### config.mk
export PLATFORM = sky130hd
export DESIGN_NAME = alarm_clock_panel_controller
export DESIGN_NICKNAME = d
export VERILOG_FILES = /design/src/rtl/acpc_pkg.sv /design/src/rtl/acpc_core.sv /design/src/rtl/alarm_clock_panel_controller.sv
export SDC_FILE = /design/constraint.sdc
export NUM_CORES = 1
export LEC_CHECK = 0
export BUFFER_PORTS_ARGS = -buffer_cell sky130_fd_sc_hd__buf_2
export CORE_MARGIN = 2
export CORE_UTILIZATION = 48
export CTS_CLUSTER_SIZE = 28
export DETAILED_ROUTE_END_ITERATION = 10
export GPL_TIMING_DRIVEN = 1
export PLACE_DENSITY = 0.72
export SLEW_MARGIN = 20
export SYNTH_ARGS = -nofsm -noshare
export SYNTH_HDL_FRONTEND = slang
export SYNTH_SLANG_ARGS = --single-unit
### constraint.sdc
create_clock -name clock -period 17.4 [get_ports clock]
set_input_delay 4.35 -clock clock [delete_from_list [all_inputs] [get_ports clock]]
set_output_delay 4.35 -clock clock [all_outputs]
set_load 0.005 [all_outputs]
### src/rtl/acpc_pkg.sv
// Types, constants and the BCD increment helper for the alarm clock panel controller.
// Depends on nothing; used by acpc_core and alarm_clock_panel_controller.
package acpc_pkg;

   // Configuration register indexes.
   typedef enum logic [0:0] {
      CSR_BLANK_DIGIT_CODE = 1'b0,
      CSR_ALARM_VIEW_HOLD  = 1'b1
   } csr_index_type;

   localparam logic [3:0] BLANK_DIGIT_RESET = 4'd15;
   localparam logic [2:0] VIEW_HOLD_RESET   = 3'd7;

   localparam logic [5:0] DOTS_ALARM_VIEW = 6'b001010;
   localparam logic [5:0] DOTS_NONE       = 6'b000000;

   localparam logic [7:0] MINUTE_LIMIT = 8'd59;
   localparam logic [7:0] HOUR_LIMIT   = 8'd23;

   // Night dimming thresholds, compared against the BCD hour byte.
   localparam logic [7:0] DIM_FULL_LAST   = 8'h04;
   localparam logic [7:0] DIM_HALF_FIRST  = 8'h22;
   localparam logic [7:0] DIM_HALF_LAST   = 8'h05;
   localparam logic [7:0] DIM_LIGHT_FIRST = 8'h20;
   localparam logic [7:0] DIM_LIGHT_LAST  = 8'h06;

   localparam logic [2:0] DIM_LEVEL_NONE  = 3'd0;
   localparam logic [2:0] DIM_LEVEL_LIGHT = 3'd1;
   localparam logic [2:0] DIM_LEVEL_HALF  = 3'd2;
   localparam logic [2:0] DIM_LEVEL_FULL  = 3'd4;

   typedef struct packed {
      logic [3:0] blank_digit_code;
      logic [2:0] alarm_view_hold;
   } cfg_type;

   typedef struct packed {
      logic [5:0] rtc_hour;
      logic [6:0] rtc_minute;
      logic [6:0] rtc_second;
      logic       alarm_switch_on;
      logic       reset_pressed;
      logic       minute_pressed;
      logic       hour_pressed;
      logic       dimmer_switch_on;
      logic       second_pulse_level;
      logic       refresh_event;
      logic       half_second_tick;
   } poll_type;

   typedef struct packed {
      logic        refresh_pending;
      logic        alarm_view;
      logic        hold_timer_running;
      logic [2:0]  hold_count;
      logic        button_lock;
      logic        last_switch;
      logic        alarm_active;
      logic [23:0] shown_time;
      logic [23:0] set_time_buffer;
      logic [15:0] alarm_setting;
   } state_type;

   typedef struct packed {
      logic        display_update;
      logic [23:0] display_digits;
      logic [5:0]  dot_mask;
      logic        alarm_sounding;
      logic [2:0]  dimmer_level;
      logic        time_write;
      logic [23:0] time_write_value;
      logic        alarm_write;
      logic [15:0] alarm_time_value;
   } result_type;

   // Advances a packed BCD pair by one, wrapping to zero at or above the limit.
   // The pair is read as tens*10+units, so malformed digits still give a defined value.
   function automatic logic [7:0] bcd_step(input logic [7:0] bcd, input logic [7:0] limit);
      logic [7:0] v;
      logic [3:0] tens;
      logic [7:0] units;
      v = {1'b0, bcd[7:4], 3'b000} + {3'b000, bcd[7:4], 1'b0} + {4'b0000, bcd[3:0]};
      if (v >= limit) begin
         v = 8'd0;
      end else begin
         v = v + 8'd1;
      end
      priority if (v >= 8'd50) begin
         tens = 4'd5;
      end else if (v >= 8'd40) begin
         tens = 4'd4;
      end else if (v >= 8'd30) begin
         tens = 4'd3;
      end else if (v >= 8'd20) begin
         tens = 4'd2;
      end else if (v >= 8'd10) begin
         tens = 4'd1;
      end else begin
         tens = 4'd0;
      end
      units = v - ({1'b0, tens, 3'b000} + {3'b000, tens, 1'b0});
      return {tens, units[3:0]};
   endfunction

endpackage

### src/rtl/acpc_core.sv
// Next-state and result logic for one panel poll.
// Depends on acpc_pkg; instantiated by alarm_clock_panel_controller.
module acpc_core (
   input  acpc_pkg::cfg_type    cfg,
   input  acpc_pkg::state_type  state_cur,
   input  acpc_pkg::poll_type   poll,
   output acpc_pkg::state_type  state_nxt,
   output acpc_pkg::result_type result
);

   always_comb begin
      acpc_pkg::state_type  s;
      acpc_pkg::result_type r;
      logic                 any_button;
      logic [7:0]           hour_byte;

      s          = state_cur;
      r          = '0;
      any_button = poll.reset_pressed || poll.minute_pressed || poll.hour_pressed;

      // Events come first.
      if (poll.refresh_event) begin
         s.refresh_pending = 1'b1;
      end
      if (poll.half_second_tick && s.hold_timer_running) begin
         if (s.hold_count == cfg.alarm_view_hold) begin
            s.alarm_view         = 1'b0;
            s.hold_timer_running = 1'b0;
            s.hold_count         = 3'd0;
         end else begin
            s.hold_count = s.hold_count + 3'd1;
         end
      end

      // Display.
      if (s.refresh_pending) begin
         if (s.alarm_view) begin
            r.dot_mask       = poll.second_pulse_level ? acpc_pkg::DOTS_ALARM_VIEW
                                                       : acpc_pkg::DOTS_NONE;
            r.display_digits = {cfg.blank_digit_code, cfg.blank_digit_code,
                                s.alarm_setting[3:0], s.alarm_setting[7:4],
                                s.alarm_setting[11:8], s.alarm_setting[15:12]};
         end else begin
            s.shown_time      = {2'b00, poll.rtc_hour, 1'b0, poll.rtc_minute,
                                 1'b0, poll.rtc_second};
            s.set_time_buffer = s.shown_time;
            r.dot_mask        = acpc_pkg::DOTS_NONE;
            // Hour tens sits in the lowest nibble of the digit word.
            for (int k = 0; k < 6; k++) begin
               r.display_digits[4*k +: 4] = s.shown_time[20 - 4*k +: 4];
            end
         end
         r.display_update  = 1'b1;
         s.refresh_pending = 1'b0;
      end

      // Switch and buttons.
      if (poll.alarm_switch_on) begin
         if (!s.last_switch) begin
            s.hold_timer_running = 1'b1;
            s.refresh_pending    = 1'b1;
            s.alarm_view         = 1'b1;
         end
         if (s.alarm_setting == s.shown_time[23:8] && s.shown_time[7:0] == 8'd0
             && !s.alarm_view) begin
            s.alarm_active = 1'b1;
         end
         if (!s.button_lock && any_button) begin
            s.hold_timer_running = 1'b1;
            s.refresh_pending    = 1'b1;
            s.alarm_view         = 1'b1;
            s.button_lock        = 1'b1;
            if (!poll.reset_pressed) begin
               if (poll.minute_pressed) begin
                  s.alarm_setting[7:0] = acpc_pkg::bcd_step(s.alarm_setting[7:0],
                                                            acpc_pkg::MINUTE_LIMIT);
               end else begin
                  s.alarm_setting[15:8] = acpc_pkg::bcd_step(s.alarm_setting[15:8],
                                                             acpc_pkg::HOUR_LIMIT);
               end
               r.alarm_write      = 1'b1;
               r.alarm_time_value = s.alarm_setting;
            end
         end
      end else begin
         if (s.last_switch) begin
            s.alarm_active = 1'b0;
         end
         if (!s.button_lock && any_button) begin
            s.refresh_pending = 1'b1;
            s.button_lock     = 1'b1;
            priority if (poll.reset_pressed) begin
               s.set_time_buffer[7:0] = 8'd0;
            end else if (poll.minute_pressed) begin
               s.set_time_buffer[15:8] = acpc_pkg::bcd_step(s.set_time_buffer[15:8],
                                                            acpc_pkg::MINUTE_LIMIT);
            end else begin
               s.set_time_buffer[23:16] = acpc_pkg::bcd_step(s.set_time_buffer[23:16],
                                                             acpc_pkg::HOUR_LIMIT);
            end
            r.time_write       = 1'b1;
            r.time_write_value = s.set_time_buffer;
         end
      end
      if (!any_button) begin
         s.button_lock = 1'b0;
      end

      // Dimmer level from the hour now on show.
      hour_byte = s.shown_time[23:16];
      priority if (poll.dimmer_switch_on && hour_byte <= acpc_pkg::DIM_FULL_LAST) begin
         r.dimmer_level = acpc_pkg::DIM_LEVEL_FULL;
      end else if (poll.dimmer_switch_on && (hour_byte >= acpc_pkg::DIM_HALF_FIRST
                                             || hour_byte <= acpc_pkg::DIM_HALF_LAST)) begin
         r.dimmer_level = acpc_pkg::DIM_LEVEL_HALF;
      end else if (poll.dimmer_switch_on && (hour_byte >= acpc_pkg::DIM_LIGHT_FIRST
                                             || hour_byte <= acpc_pkg::DIM_LIGHT_LAST)) begin
         r.dimmer_level = acpc_pkg::DIM_LEVEL_LIGHT;
      end else begin
         r.dimmer_level = acpc_pkg::DIM_LEVEL_NONE;
      end

      s.last_switch    = poll.alarm_switch_on;
      r.alarm_sounding = s.alarm_active;

      state_nxt = s;
      result    = r;
   end

endmodule

### src/rtl/alarm_clock_panel_controller.sv
// Top level of the alarm clock panel controller: handshakes, state and result registers.
// Depends on acpc_pkg and acpc_core.
//
// Each accepted poll produces exactly one result word, registered and presented in the
// cycle after acceptance. A poll is taken in every cycle in which the result register
// is empty or its contents are being taken at the same edge, so the block sustains one
// poll per clock; the single pass through acpc_core between the panel state registers
// and the result register sets that figure. The two configuration registers are written
// through the csr_ port, which is always ready, and should only be written while no
// result is outstanding.
module alarm_clock_panel_controller (
   input  logic        clock,
   input  logic        reset,

   input  logic        csr_valid,
   output logic        csr_ready,
   input  logic [0:0]  csr_index,
   input  logic [3:0]  csr_data,

   input  logic        req_valid,
   output logic        req_ready,
   input  logic [5:0]  req_rtc_hour,
   input  logic [6:0]  req_rtc_minute,
   input  logic [6:0]  req_rtc_second,
   input  logic        req_alarm_switch_on,
   input  logic        req_reset_pressed,
   input  logic        req_minute_pressed,
   input  logic        req_hour_pressed,
   input  logic        req_dimmer_switch_on,
   input  logic        req_second_pulse_level,
   input  logic        req_refresh_event,
   input  logic        req_half_second_tick,

   output logic        rsp_valid,
   input  logic        rsp_ready,
   output logic        rsp_display_update,
   output logic [23:0] rsp_display_digits,
   output logic [5:0]  rsp_dot_mask,
   output logic        rsp_alarm_sounding,
   output logic [2:0]  rsp_dimmer_level,
   output logic        rsp_time_write,
   output logic [23:0] rsp_time_write_value,
   output logic        rsp_alarm_write,
   output logic [15:0] rsp_alarm_time_value
);

   acpc_pkg::cfg_type    cfg_ff, cfg_in;
   acpc_pkg::state_type  state_ff, state_in;
   acpc_pkg::result_type result_ff, result_in;
   acpc_pkg::poll_type   poll;
   logic                 rsp_valid_ff, rsp_valid_in;
   logic                 req_accept;

   assign csr_ready  = 1'b1;
   assign req_ready  = !rsp_valid_ff || rsp_ready;
   assign req_accept = req_valid && req_ready;

   assign poll = '{
      rtc_hour:           req_rtc_hour,
      rtc_minute:         req_rtc_minute,
      rtc_second:         req_rtc_second,
      alarm_switch_on:    req_alarm_switch_on,
      reset_pressed:      req_reset_pressed,
      minute_pressed:     req_minute_pressed,
      hour_pressed:       req_hour_pressed,
      dimmer_switch_on:   req_dimmer_switch_on,
      second_pulse_level: req_second_pulse_level,
      refresh_event:      req_refresh_event,
      half_second_tick:   req_half_second_tick
   };

   acpc_core u_core (
      .cfg       (cfg_ff),
      .state_cur (state_ff),
      .poll      (poll),
      .state_nxt (state_in),
      .result    (result_in)
   );

   always_comb begin
      cfg_in = cfg_ff;
      if (csr_valid && csr_ready) begin
         unique case (csr_index)
            acpc_pkg::CSR_BLANK_DIGIT_CODE: cfg_in.blank_digit_code = csr_data;
            acpc_pkg::CSR_ALARM_VIEW_HOLD:  cfg_in.alarm_view_hold  = csr_data[2:0];
            default:                        cfg_in = cfg_ff;
         endcase
      end
   end

   always_comb begin
      rsp_valid_in = rsp_valid_ff;
      if (req_accept) begin
         rsp_valid_in = 1'b1;
      end else if (rsp_ready) begin
         rsp_valid_in = 1'b0;
      end
   end

   always_ff @(posedge clock) begin
      if (reset) begin
         cfg_ff.blank_digit_code <= acpc_pkg::BLANK_DIGIT_RESET;
         cfg_ff.alarm_view_hold  <= acpc_pkg::VIEW_HOLD_RESET;
         state_ff                <= '0;
         rsp_valid_ff            <= 1'b0;
      end else begin
         cfg_ff       <= cfg_in;
         rsp_valid_ff <= rsp_valid_in;
         if (req_accept) begin
            state_ff <= state_in;
         end
      end
   end

   // The result word carries no reset; rsp_valid qualifies it.
   always_ff @(posedge clock) begin
      if (req_accept) begin
         result_ff <= result_in;
      end
   end

   assign rsp_valid            = rsp_valid_ff;
   assign rsp_display_update   = result_ff.display_update;
   assign rsp_display_digits   = result_ff.display_digits;
   assign rsp_dot_mask         = result_ff.dot_mask;
   assign rsp_alarm_sounding   = result_ff.alarm_sounding;
   assign rsp_dimmer_level     = result_ff.dimmer_level;
   assign rsp_time_write       = result_ff.time_write;
   assign rsp_time_write_value = result_ff.time_write_value;
   assign rsp_alarm_write      = result_ff.alarm_write;
   assign rsp_alarm_time_value = result_ff.alarm_time_value;

endmodule
# Yosys cells after proc, flatten, opt, wreduce, memory -nomap -nowiden
# Cells that the tools add are included.
# classes
addsub	21
order_cmp	29
eq_ne	3
n_mux	90
n_bitwise	4
reduce_logical	28
# op_table
op	count
8-bit 2-to-1 mux	25
4-bit 2-to-1 mux	30
8-bit by 6-bit >= comparator with 1-bit output, second input constant	12
48-bit 2-to-1 mux	2
8-bit by 5-bit >= comparator with 1-bit output, second input constant	10
24-bit 2-to-1 mux	2
7-bit by 5-bit adder with 8-bit output	4
8-bit by 1-bit adder with 8-bit output, second input constant	4
8-bit by 4-bit adder with 8-bit output	4
8-bit by 4-bit >= comparator with 1-bit output, second input constant	4
31-bit 2-to-1 mux	1
30-bit 2-to-1 mux	1
25-bit 2-to-1 mux	1
8-bit by 3-bit less-or-equal comparator with 1-bit output, second input constant	3
17-bit 2-to-1 mux	1
4-bit adder	4
16-bit == test	1
16-bit 2-to-1 mux	1
4-bit subtractor	4
1-bit 2-to-1 mux	15
3-bit 2-to-1 mux	5
2-bit AND reduction	6
2-bit 2-to-1 mux	5
1-bit logical AND	8
12 further kinds	22
# totals
regBits	158
in_bits	38
out_inout_bits	80
wordCells	199

# Depth between registers and ports, before layout
# Gate-level depths: netlist of run 1.
# depth
depth_word	29
depth_mapped	25
depth_no_buf	23

# Modules after synthesis
# From an unflattened synthesis of run 1, not the netlist that was laid out.
# unflattened
cells_unflattened	1110
area_unflattened_um2	9987.1
# modules_own_cells
module	instances	cells_per_inst	area_each_um2	seq_area_each_um2
alarm_clock_panel_controller	1	442	5863.1	3933.8
acpc_core	1	668	4124.0	0.0

# Worst setup path before layout of run 1
# Ideal clock, no wire load.
# synth_timing
path_kind	input-to-reg
start	input port req_refresh_event
end	register result_ff (netlist bit rsp_time_write_value[11]), data pin
setup_ns	0.270
arrival_time_ns	9.626
required_time_ns	17.130
slack_ns	7.504
stages	22
path_buffers	4
cell_sequence	o211a_1 -> a41oi_2 -> clkbuf_1 -> clkbuf_1 -> clkbuf_1 -> nand2_1 -> nand2_1 -> fa_1 -> inv_1 -> fa_1 -> buf_2 -> or3_1 -> o31ai_1 -> a21oi_1 -> nor2b_1 -> ha_1 -> inv_1 -> or4_1 -> a32oi_1 -> mux2i_1 -> xnor2_1 -> a21oi_1
# synth_between
elab_chain_len	24
elab_cells_between_ends	29
cone_classes	5 x add/sub; 6 x order compare; 18 x mux
# synth_lines
element	line_no	source
start: declaration	alarm_clock_panel_controller.sv:31	input logic req_refresh_event,
1-bit 2-to-1 mux (*)	acpc_core.sv:22	if (poll.refresh_event) begin
48-bit 2-to-1 mux (*)	acpc_core.sv:36	if (s.refresh_pending) begin
7-bit by 5-bit adder with 8-bit output	acpc_pkg.sv:82	v = {1'b0, bcd[7:4], 3'b000} + {3'b000, bcd[7:4], 1'b0} + {4'b0000, bcd[3:0]};
8-bit by 4-bit adder with 8-bit output	acpc_pkg.sv:82	
8-bit by 1-bit adder with 8-bit output / 8-bit by 6-bit >= comparator with 1-bit output (equally long branches)	acpc_pkg.sv:86, acpc_pkg.sv:83	
8-bit 2-to-1 mux	acpc_pkg.sv:83	if (v >= limit) begin
8-bit 2-to-1 mux	acpc_core.sv:94	end else if (poll.minute_pressed) begin
8-bit 2-to-1 mux	acpc_core.sv:92	priority if (poll.reset_pressed) begin
[8 not listed]	-	
4-bit 2-to-1 mux	acpc_core.sv:94	
4-bit 2-to-1 mux	acpc_core.sv:92	
4-bit 2-to-1 mux	acpc_core.sv:89	if (!s.button_lock && any_button) begin
4-bit 2-to-1 mux	acpc_core.sv:58	if (poll.alarm_switch_on) begin
4-bit adder	acpc_pkg.sv:101	units = v - ({1'b0, tens, 3'b000} + {3'b000, tens, 1'b0});
4-bit subtractor	acpc_pkg.sv:101	
8-bit 2-to-1 mux	acpc_core.sv:94	
16-bit 2-to-1 mux (*)	acpc_core.sv:92	
end signal: assignment	alarm_clock_panel_controller.sv:118	result_ff <= result_in;
end: declaration	alarm_clock_panel_controller.sv:49	acpc_pkg::result_type result_ff, result_in;
# Every way passes the cells marked *; elsewhere a longest branch is shown, timed or not. The select of a mux whose other input is x is not followed.
# A chain may end at the register's enable or synchronous reset.

# Final worst setup path of run 1
# Same ends and word-level chain as after synthesis.

==> results of run 1 <==
==> worst max-delay path, stage by stage <==
cell,delay [ns]
buf_2,0.11
o211a_1,0.25
a41o_4,0.47
and2_1,0.27
a21oi_1,0.25
inv_1,0.13
fa_1,0.53
inv_1,0.07
fa_1,0.45
xor2_1,0.21
or3_1,0.37
o31ai_1,0.32
a21oi_1,0.18
nor2b_1,0.22
ha_1,0.33
inv_1,0.06
or4_1,0.51
a32oi_1,0.25
mux2i_1,0.31
xnor2_1,0.15
a21oi_1,0.08
==> report_power, final <==
| group | switching [mW] | internal [mW] |
|---|---|---|
| logic | 0.155 | 0.0973 |
| clock network | 0.158 | 0.214 |
| registers | 0.00900 | 0.400 |
==> flip-flops by register name, summed over array words and instances (netlist names) <==
register              count
rsp_dimmer_level          3
cfg_ff                    7
rsp_display_update        1
rsp_alarm_sounding        1
rsp_alarm_write           1
rsp_time_write            1
rsp_time_write_value     24
rsp_dot_mask              1
state_ff                 73
rsp_display_digits       24
rsp_alarm_time_value     16
rsp_valid                 1
==> routing by layer <==
layer,track usage,up-vias,wire (um)
met5,0,-,0
met1,0.316,3453,9940
met2,0.346,242,10000
li1,-,3566,-
met4,0.0811,0,410
met3,0.0475,34,1340
==> cells in the final DEF (no fill, tap or decap), types with 8 or more instances in the layout <==
cell	instances
o211ai_1	8
dfxtp_1	81
and3_1	8
nand3_1	15
a211oi_1	25
edfxtp_1	72
inv_1	44
clkbuf_16	17
fa_1	8
nor2b_1	9
xnor2_1	27
xor2_1	19
nand2b_1	9
or3_1	8
ha_1	41
buf_2	112
o21ai_0	21
and2_1	18
a21oi_1	86
a211o_1	8
nor3b_1	8
a22oi_1	11
a21o_1	13
nor2_1	99
mux2i_1	14
nor3_1	36
nand2_1	140
==> logic make-up after synthesis <==
group | Yosys count | share of synthesized area
compound gates | 216 | 0.163
mux | 18 | 0.0228
buf+inv | 90 | 0.0420
flops | 153 | 0.438
simple gates | 376 | 0.201
xor+xnor | 49 | 0.0538
fa+ha+maj | 49 | 0.0780
other cells | 2 | 0.000870
==> final timing paths <==
path,from,to,slack [ns],cells after the start
hold reg to reg,state_ff[36],state_ff[36],0.45,2
setup / recovery,req_refresh_event,rsp_time_write_value[11],7.66,21
setup reg to reg,state_ff[67],rsp_time_write_value[11],11.15,19
hold / removal,state_ff[36],state_ff[36],0.45,2
==> cell type report <==
class	instances	area, um2
Multi-Input combinational cell	713	4510
Fill cell	1597	7830
Antenna cell	2	5.00
Clock buffer	17	425
Sequential cell	153	3780
Clock inverter	15	163
Timing Repair Buffer	118	606
Inverter	46	174
Tap cell	229	287
==> per-stage QoR <==
step                      worst slack [ns]   util  cells
final                                 7.66  0.560   1293
after global routing                  7.45  0.560   1293
after CTS                             7.70  0.559   1291
after detailed placement              7.23  0.526   1259
after global placement                7.39  0.526   1259
after floorplan                       7.50      -    956
==> metrics.yaml, run 1 <==
synth:
  syn_inst: 953
  avgSynthCellArea_um2: 9.06
  yosys.area.top_type_share: 0.250
  synth_top_area_cell: "edfxtp_1"
  synth_most_common_cell: "nand2_1"
  synth_edf_count: 72
  synthArstFlopShare: 0
  synth_commonest_cells: "nand2_1, nor2_1, a21oi_1"
  syn_area_um2: 8630
  ys_seq_area_frac: 0.438
  ys.flop_type: "dfxtp_1"
  yosys_warnings: 0
  ys_seq_elements: 153
  synth.area.top_cells: "edfxtp_1, dfxtp_1, nand2_1"
  synth_cell_types: 68
placement:
  dp_hpwl_mm: 15.4
  gp_congestion: 0.911
  port_buffers: 112
  place_area_um2: 9360
worst_setup_path:
  worst-path-max-fanout: 40
  cp.required_ns: 17.55
  worstSetupStartpointType: "input pin"
  cp.arrival_ns: 9.89
  worstSetupEndpointType: "flop"
  path_class: "in2reg"
drt:
  drt-wirelength-per-cell_um: 16.8
  drt_iter0_drc: 672
  vias: 7295
  antenna_left: 0
  drc: 0
  dr.pass1.iters: 5
  via_per_inst: 5.64
  routed_wl_mm: 21.7
sta:
  fin_skew_ns: 0.00761
  worstMarginPinSlew_ns: 0.961
  fmax_mhz: 103
  hold_viol: 0
  min_period_ns: 9.74
  period_share: 0.560
  finalSetupViolCount: 0
  drv_slew: 0
  rsz0062_at_grt: "no"
  relSlewSlack: 0.357
  tns_ns: 0
  fin_hold_ws_ns: 0.451
clock_tree:
  htreeDepth: 4
  insertion_delay_ns: 0.43
  cts_tree: "built"
  holdBufCountCts: 0
  cts-root-buf: "clkbuf_16"
  post-cts-setup-buffers: 0
  cts_resized: 0
  cts_num_sinks: 153
  clockBufferDepth: 2
  clk_pin_slew_ns: 0.06
  numCtsBuffers: 17
grt:
  antenna_found_initial: 2
  grt_overflow: 0
  grt_pass1_vias: 6579
  globalRouteTotalUtil: 0.225
  grt_max_degree: 82
  grt_pass1_wl_mm: 34.6
layout:
  final_nets: 1136
  area_growth_pct: 15.3
  fin_area_um2: 9950
  drive_above_1_share: 0.154
floorplan:
  dieArea_um2: 19100
  core_um2: 17800
  die_w_um: 138
  start_util: 0.486
  io_pins: 118
  dieHeight_um: 138
  rows: 49
power_and_ir_drop:
  power_mw: 1.03
  worst_ir_drop_vdd_mv: 0.0717
  power.density_nw_per_um2: 104
  leakage_nw: 4.22
job:
  maxCapViolCount: 0
outcome:
  status: "finished, final reports clean"
min_path:
  hold_class: "reg2reg"
Note: power is estimated with default switching activity, not from simulation.
==> inputs of run 2 (changes only) <==
--- a/config.mk
+++ b/config.mk
@@ -5,13 +5,14 @@
 export SDC_FILE = /design/constraint.sdc
 export NUM_CORES = 1
 export LEC_CHECK = 0
+export ABC_AREA = 1
 export BUFFER_PORTS_ARGS = -buffer_cell sky130_fd_sc_hd__buf_2
 export CORE_MARGIN = 2
 export CORE_UTILIZATION = 48
 export CTS_CLUSTER_SIZE = 28
 export DETAILED_ROUTE_END_ITERATION = 10
 export GPL_TIMING_DRIVEN = 1
-export PLACE_DENSITY = 0.72
+export PLACE_DENSITY = 0.75
 export SLEW_MARGIN = 20
 export SYNTH_ARGS = -nofsm -noshare
 export SYNTH_HDL_FRONTEND = slang
==> constraint.sdc (replaced) <==
create_clock -name clock -period 8.8 [get_ports clock]
set_input_delay 2.2 -clock clock [delete_from_list [all_inputs] [get_ports clock]]
set_output_delay 2.2 -clock clock [all_outputs]
set_load 0.005 [all_outputs]
==> run 2 against run 1 <==
  * Sequential share of layout area rose by 0.20 points
  * Register-to-register slack got worse by 7.8 ns
  * Highest routed layer unchanged
  * Critical path type unchanged
  * Worst setup slack worse by 5.7 ns
  * Total power up 100%
  * Clock-buffer cell count is 1 higher
  * Global-route usage rose by 0.42 points
  * Flip-flop and latch count is the same
  * Critical endpoint is now state_ff[27]
  * Via count rose by 4.3%
==> metrics.yaml, run 2 <==
outcome:
  status: "finished, final reports clean"
clock_tree:
  htreeDepth: 4  # unchanged
  cts-root-buf: "clkbuf_16"
  cts_resized: 0  # unchanged
  cts_tree: "built"
  numCtsBuffers: 17  # unchanged
  post-cts-setup-buffers: 0  # unchanged
  holdBufCountCts: 0  # unchanged
  insertion_delay_ns: 0.43  # about the same
  clk_pin_slew_ns: 0.06  # about the same
  cts_num_sinks: 153  # unchanged
  clockBufferDepth: 2  # unchanged
sta:
  drv_slew: 0  # unchanged
  min_period_ns: 6.83
  period_share: 0.777
  relSlewSlack: 0.367  # +0.0105
  fin_hold_ws_ns: 0.452  # +0.000906 ns
  hold_viol: 0  # unchanged
  worstMarginPinSlew_ns: 0.948  # -0.0132 ns
  fmax_mhz: 146
  tns_ns: 0  # unchanged
  rsz0062_at_grt: "no"
  finalSetupViolCount: 0  # unchanged
  fin_skew_ns: 0.0102  # +0.00254 ns
synth:
  yosys_warnings: 0  # unchanged
  synth_edf_count: 72  # unchanged
  syn_inst: 1089  # +14%
  synth_top_area_cell: "edfxtp_1"
  ys_seq_elements: 153  # unchanged
  synthArstFlopShare: 0  # unchanged
  synth_cell_types: 55  # -19%
  syn_area_um2: 8620  # about the same
  avgSynthCellArea_um2: 7.92  # -13%
  ys_seq_area_frac: 0.439  # about the same
  yosys.area.top_type_share: 0.251  # about the same
  ys.flop_type: "dfxtp_1"
  synth_commonest_cells: "nand2_1, inv_1, o21ai_0"
  synth_most_common_cell: "nand2_1"
  synth.area.top_cells: "edfxtp_1, dfxtp_1, nand2_1"
power_and_ir_drop:
  p_int_mw: 1.40  # +97%
  leakage_nw: 4.71  # +12%
  seqPwrFrac: 0.389  # -0.007
  clock_power_share: 0.329  # -0.031
  p_comb_frac: 0.282  # +0.038
  power.density_nw_per_um2: 213  # +110%
  switching_power_mw: 0.707  # +120%
  worst_ir_drop_vdd_mv: 0.135  # +89%
  switching_share: 0.335  # +0.0227
min_path:
  holdPathStages: 2  # unchanged
  hold_class: "reg2reg"
  whs_endpoint: "state_ff[49]"
  min_from: "state_ff[49]"
worst_setup_path:
  cp.required_ns: 9.13  # -8.42 ns
  path_buf_inv: 8  # +4
  worst-path-max-fanout: 37  # -7.5%
  r2r-start: "state_ff[67]"
  cpLargestDelayFamily: "simple AND/OR/NAND/NOR gates"
  regToRegEndpoint: "state_ff[27]"
  r2r_setup_slack_ns: 3.37  # -7.78 ns
  worstSetupEndpointType: "flop"
  reg2reg_depth: 34  # +15
  path_class: "in2reg"
  cp.arrival_ns: 7.16  # -2.73 ns
  slowest_stage: "fa_1"
  crit_top_cell: "nand2_1"
  max_stage_delay_ns: 0.57  # +0.04 ns
  worstSetupStartpointType: "input pin"
drt:
  drt-wirelength-per-cell_um: 15.2  # -9.4%
  met3_length_mm: 1.37  # +2.6%
  top_layer_used: "met4"
  wl_met2_mm: 10.4  # +4.2%
  drt_iter0_drc: 656  # -2.4%
  via_per_inst: 5.32  # -5.8%
  dr.pass1.iters: 8  # +3
  drc: 0  # unchanged
  met1_length_mm: 9.23  # -7.1%
  antenna_left: 0  # unchanged
  vias: 7606  # +4.3%
  routed_wl_mm: 21.7  # +0.24%
floorplan:
  start_util: 0.485  # about the same
  rows: 49  # unchanged
  dieArea_um2: 19100  # about the same
  core_um2: 17800  # unchanged
  io_pins: 118  # unchanged
  dieHeight_um: 138  # about the same
  die_w_um: 138  # about the same
grt:
  grt_overflow: 0  # unchanged
  globalRouteTotalUtil: 0.229  # +0.00425
  grt_pass1_vias: 7210  # +9.6%
  antenna_found_initial: 0  # -2
  grt_pass1_wl_mm: 35.5  # +2.7%
  grt_max_degree: 51  # -38%
layout:
  area_growth_pct: 14.8
  final_cell_mix: "nand2_1, inv_1, buf_2"
  multi_input_area_um2: 3960  # -12%
  drive_above_1_share: 0.155  # +0.000316
  final_common_cell: "nand2_1"
  antenna_cells: 0  # -2
  final_nets: 1276  # +12%
  regMostFlops: "state_ff"
  seq_area_um2: 3780  # unchanged
  fillers: 1610  # +0.81%
  largest_reg_flops: 73  # unchanged
placement:
  gp_congestion: 0.905  # -0.67%
  port_buffers: 112  # unchanged
  dp_hpwl_mm: 15.6  # +1.4%
job:
  maxCapViolCount: 0  # unchanged
run 2: cells by family (layout without fill, tap and decap cells):
group,after synthesis,in the layout,synth area share
adder cells (fa/ha/maj),49,49,0.0780
AND/OR/NAND/NOR,399,399,0.199
AO/OA/AOI/OAI,229,229,0.152
multiplexers,1,1,0.00116
buffers and inverters,231,341,0.104
other,2,5,0.000871
flip-flops,153,153,0.439
XOR/XNOR,25,25,0.0263
run 2: power groups by stage:
| stage | clock network (mW) | registers [mW] | logic, mW |
|---|---|---|---|
| floorplan | 0 | 0.836 | 0.443 |
| global placement | 0 | 0.835 | 0.571 |
| detailed placement | 0 | 0.835 | 0.589 |
| CTS | 0.697 | 0.820 | 0.595 |
| global route | 0.728 | 0.825 | 0.687 |
| finish | 0.695 | 0.820 | 0.596 |
run 2: layout make-up:
cell class                 count  share of cell area
inverter                     193              0.0736
sequential                   153               0.382
clock inverter                14              0.0124
multi-input combinational    708               0.400
clock buffer                  18              0.0434
tap                          229              0.0289
timing repair buffer         116              0.0597
run 2: stage by stage:
stage	utilization	power (mW)	std cells	setup WS, ns	instance area, um2
floorplan	-	1.28	1092	2.11	8640
global placement	0.525	1.41	1399	1.82	9340
detailed placement	0.525	1.42	1399	1.61	9340
CTS	0.557	2.11	1431	2.04	9890
global route	0.557	2.24	1431	1.49	9900
finish	0.557	2.11	1431	1.97	9900
run 2: worst max-delay path by stage:
| stage | from | end | depth (start not counted) |
|---|---|---|---|
| floorplan | req_half_second_tick | rsp_time_write_value[11] | 33 |
| global placement | req_half_second_tick | rsp_time_write_value[11] | 31 |
| detailed placement | req_half_second_tick | rsp_time_write_value[11] | 31 |
| CTS | req_half_second_tick | rsp_time_write_value[11] | 31 |
| global route | req_half_second_tick | state_ff[27] | 32 |
| finish | req_half_second_tick | state_ff[27] | 33 |
run 2: routing by layer:
layer / vias to the layer above / GRT usage
li1: 3772 / -
met1: 3480 / 0.300
met2: 298 / 0.380
met3: 56 / 0.0391
met4: 0 / 0.0924
met5: - / 0
run 2: tightest hold or removal path: cells and delay by family (launching register included):
kind,cells,cell delay [ns]
AO/OA/AOI/OAI,1,0.05
buffers and inverters,1,0.05
flip-flops,1,0.30
==> inputs of run 3 (changes only) <==
--- a/config.mk
+++ b/config.mk
@@ -12,7 +12,7 @@
 export CTS_CLUSTER_SIZE = 28
 export DETAILED_ROUTE_END_ITERATION = 10
 export GPL_TIMING_DRIVEN = 1
-export PLACE_DENSITY = 0.75
+export PLACE_DENSITY = 0.72
 export SLEW_MARGIN = 20
 export SYNTH_ARGS = -nofsm -noshare
 export SYNTH_HDL_FRONTEND = slang
==> constraint.sdc (replaced) <==
create_clock -name clock -period 7.15 [get_ports clock]
set_input_delay 1.7875 -clock clock [delete_from_list [all_inputs] [get_ports clock]]
set_output_delay 1.7875 -clock clock [all_outputs]
set_load 0.005 [all_outputs]
==> run 3 against run 2 <==
  * Non-clock buffer count up 2
  * Global-route usage down 0.40 points
  * Routed wire length fell by 0.46%
  * Via count down 0.22%
  * Clock-buffer cell count is 3 higher
  * Combinational power rose by 23%
  * Worst hold slack barely moved
  * Die area did not move
  * Register-to-register slack got worse by 1.4 ns
==> metrics.yaml, run 3 (same netlist as run 2, synthesis figures left out) <==
job:
  maxCapViolCount: 0  # unchanged
clock_tree:
  holdBufCountCts: 0  # unchanged
  numCtsBuffers: 17  # unchanged
  cts_num_sinks: 153  # unchanged
  cts-root-buf: "clkbuf_16"
  clockBufferDepth: 2  # unchanged
  cts_tree: "built"
  htreeDepth: 4  # unchanged
  insertion_delay_ns: 0.43  # about the same
  clk_pin_slew_ns: 0.06  # about the same
  post-cts-setup-buffers: 0  # unchanged
  cts_resized: 0  # unchanged
layout:
  final_nets: 1278  # +0.16%
  fin_area_um2: 9960  # +0.64%
  drive_above_1_share: 0.155  # +0.000574
  final_common_cell: "nand2_1"
  fillers: 1628  # +1.1%
  regMostFlops: "state_ff"
  largest_reg_flops: 73  # unchanged
  multi_input_area_um2: 3950  # -0.13%
  final_cell_mix: "nand2_1, inv_1, buf_2"
  area_growth_pct: 15.5
  antenna_cells: 0  # unchanged
  stdcell_count: 1433  # +0.14%
  seq_area_um2: 3780  # unchanged
min_path:
  hold_class: "reg2reg"
power_and_ir_drop:
  power_mw: 2.67  # +27%
  worst_ir_drop_vdd_mv: 0.185  # +36%
  leakage_nw: 4.75  # +0.82%
  power.density_nw_per_um2: 268  # +26%
sta:
  hold_viol: 0  # unchanged
  worstMarginPinSlew_ns: 1.02  # +0.0735 ns
  fmax_mhz: 162
  rsz0062_at_grt: "no"
  tns_ns: 0  # unchanged
  relSlewSlack: 0.318  # -0.0491
  finalSetupViolCount: 0  # unchanged
  fin_skew_ns: 0.00652  # -0.00364 ns
  drv_slew: 0  # unchanged
  period_share: 0.862
  min_period_ns: 6.16
placement:
  place_area_um2: 9360  # +0.16%
  gp_congestion: 0.959  # +5.9%
  place_inst: 1401  # +0.14%
  dp_hpwl_mm: 15.6  # +0.14%
  port_buffers: 112  # unchanged
worst_setup_path:
  max_stage_delay_ns: 0.58  # about the same
  worst-path-max-fanout: 36  # -2.7%
  crit_top_cell: "nand2_1"
  worstSetupStartpointType: "input pin"
  path_class: "in2reg"
  cp.arrival_ns: 6.35  # -0.81 ns
  cp.required_ns: 7.34  # -1.79 ns
  worstSetupEndpointType: "flop"
  slowest_stage: "fa_1"
grt:
  grt_pass1_wl_mm: 34.7  # -2.3%
  grt_overflow: 0  # unchanged
  antenna_found_initial: 0  # unchanged
  grt_max_degree: 47  # -7.8%
  grt_pass1_vias: 7106  # -1.4%
  globalRouteTotalUtil: 0.225  # -0.00400
drt:
  drt_iter0_drc: 597  # -9.0%
  via_per_inst: 5.30  # -0.36%
  vias: 7589  # -0.22%
  dr.pass1.iters: 5  # -3
  drc: 0  # unchanged
  antenna_left: 0  # unchanged
  drt-wirelength-per-cell_um: 15.1  # -0.60%
  routed_wl_mm: 21.6  # -0.46%
floorplan:
  io_pins: 118  # unchanged
  core_um2: 17800  # unchanged
  rows: 49  # unchanged
  die_w_um: 138  # unchanged
  start_util: 0.485  # unchanged
  dieArea_um2: 19100  # unchanged
  dieHeight_um: 138  # unchanged
outcome:
  status: "finished, final reports clean"
[run 3: cell types whose count changed in the layout (fill, tap and decap cells not counted)]
cell / change
clkinvlp_4: -1
nand3_1: +1
clkinv_2: +1
inv_4: +1
clkinv_1: -2
inv_6: -3
buf_4: +2
clkinv_4: -1
nand3_2: -1
bufinv_16: +2
clkbuf_1: +2
clkbuf_16: +1
[run 3: path summary, 6_finish.rpt]
check / start / end / slack, ns / depth (start not counted)
worst max-delay path: req_half_second_tick / rsp_time_write_value[11] / 0.99 / 32
worst min-delay path: state_ff[45] / state_ff[45] / 0.45 / 2
worst max register to register: state_ff[67] / rsp_time_write_value[11] / 1.99 / 32
worst min register to register: state_ff[45] / state_ff[45] / 0.45 / 2
[run 3: final cells by class]
type	count	area share
tap	229	0.0288
multi-input combinational	708	0.397
clock buffer	21	0.0463
inverter	193	0.0731
clock inverter	11	0.0144
sequential	153	0.380
timing repair buffer	118	0.0608
[run 3: per-stage QoR]
stage	hold WS, ns	util	worst slack [ns]
finish	0.452	0.560	0.990
CTS	0.449	0.560	1.02
global placement	0.436	0.526	0.738
global route	0.472	0.560	0.618
detailed placement	0.441	0.526	0.594
floorplan	0.424	-	0.875
[run 3: critical path: cells and delay by family]
family | cells | cell delay [ns]
compound gates | 4 | 0.66
simple gates | 17 | 1.94
fa+ha+maj | 3 | 1.19
buf+inv | 7 | 0.54
xor+xnor | 1 | 0.20
[run 3: per-layer routing]
metal  up-vias  share of wire  GRT usage
met4         0          0.029      0.101
met2       219           0.48      0.375
met3        40          0.055     0.0426
li1       3782              -          -
met5         -              0          0
met1      3548           0.43      0.287
[run 3: report_power, final]
part | switching (mW) | internal (mW) | leakage (nW)
Clock | 0.364 | 0.569 | 0.293
Combinational | 0.468 | 0.263 | 3.07
Sequential | 0.0238 | 0.985 | 1.39
Total | 0.856 | 1.82 | 4.75
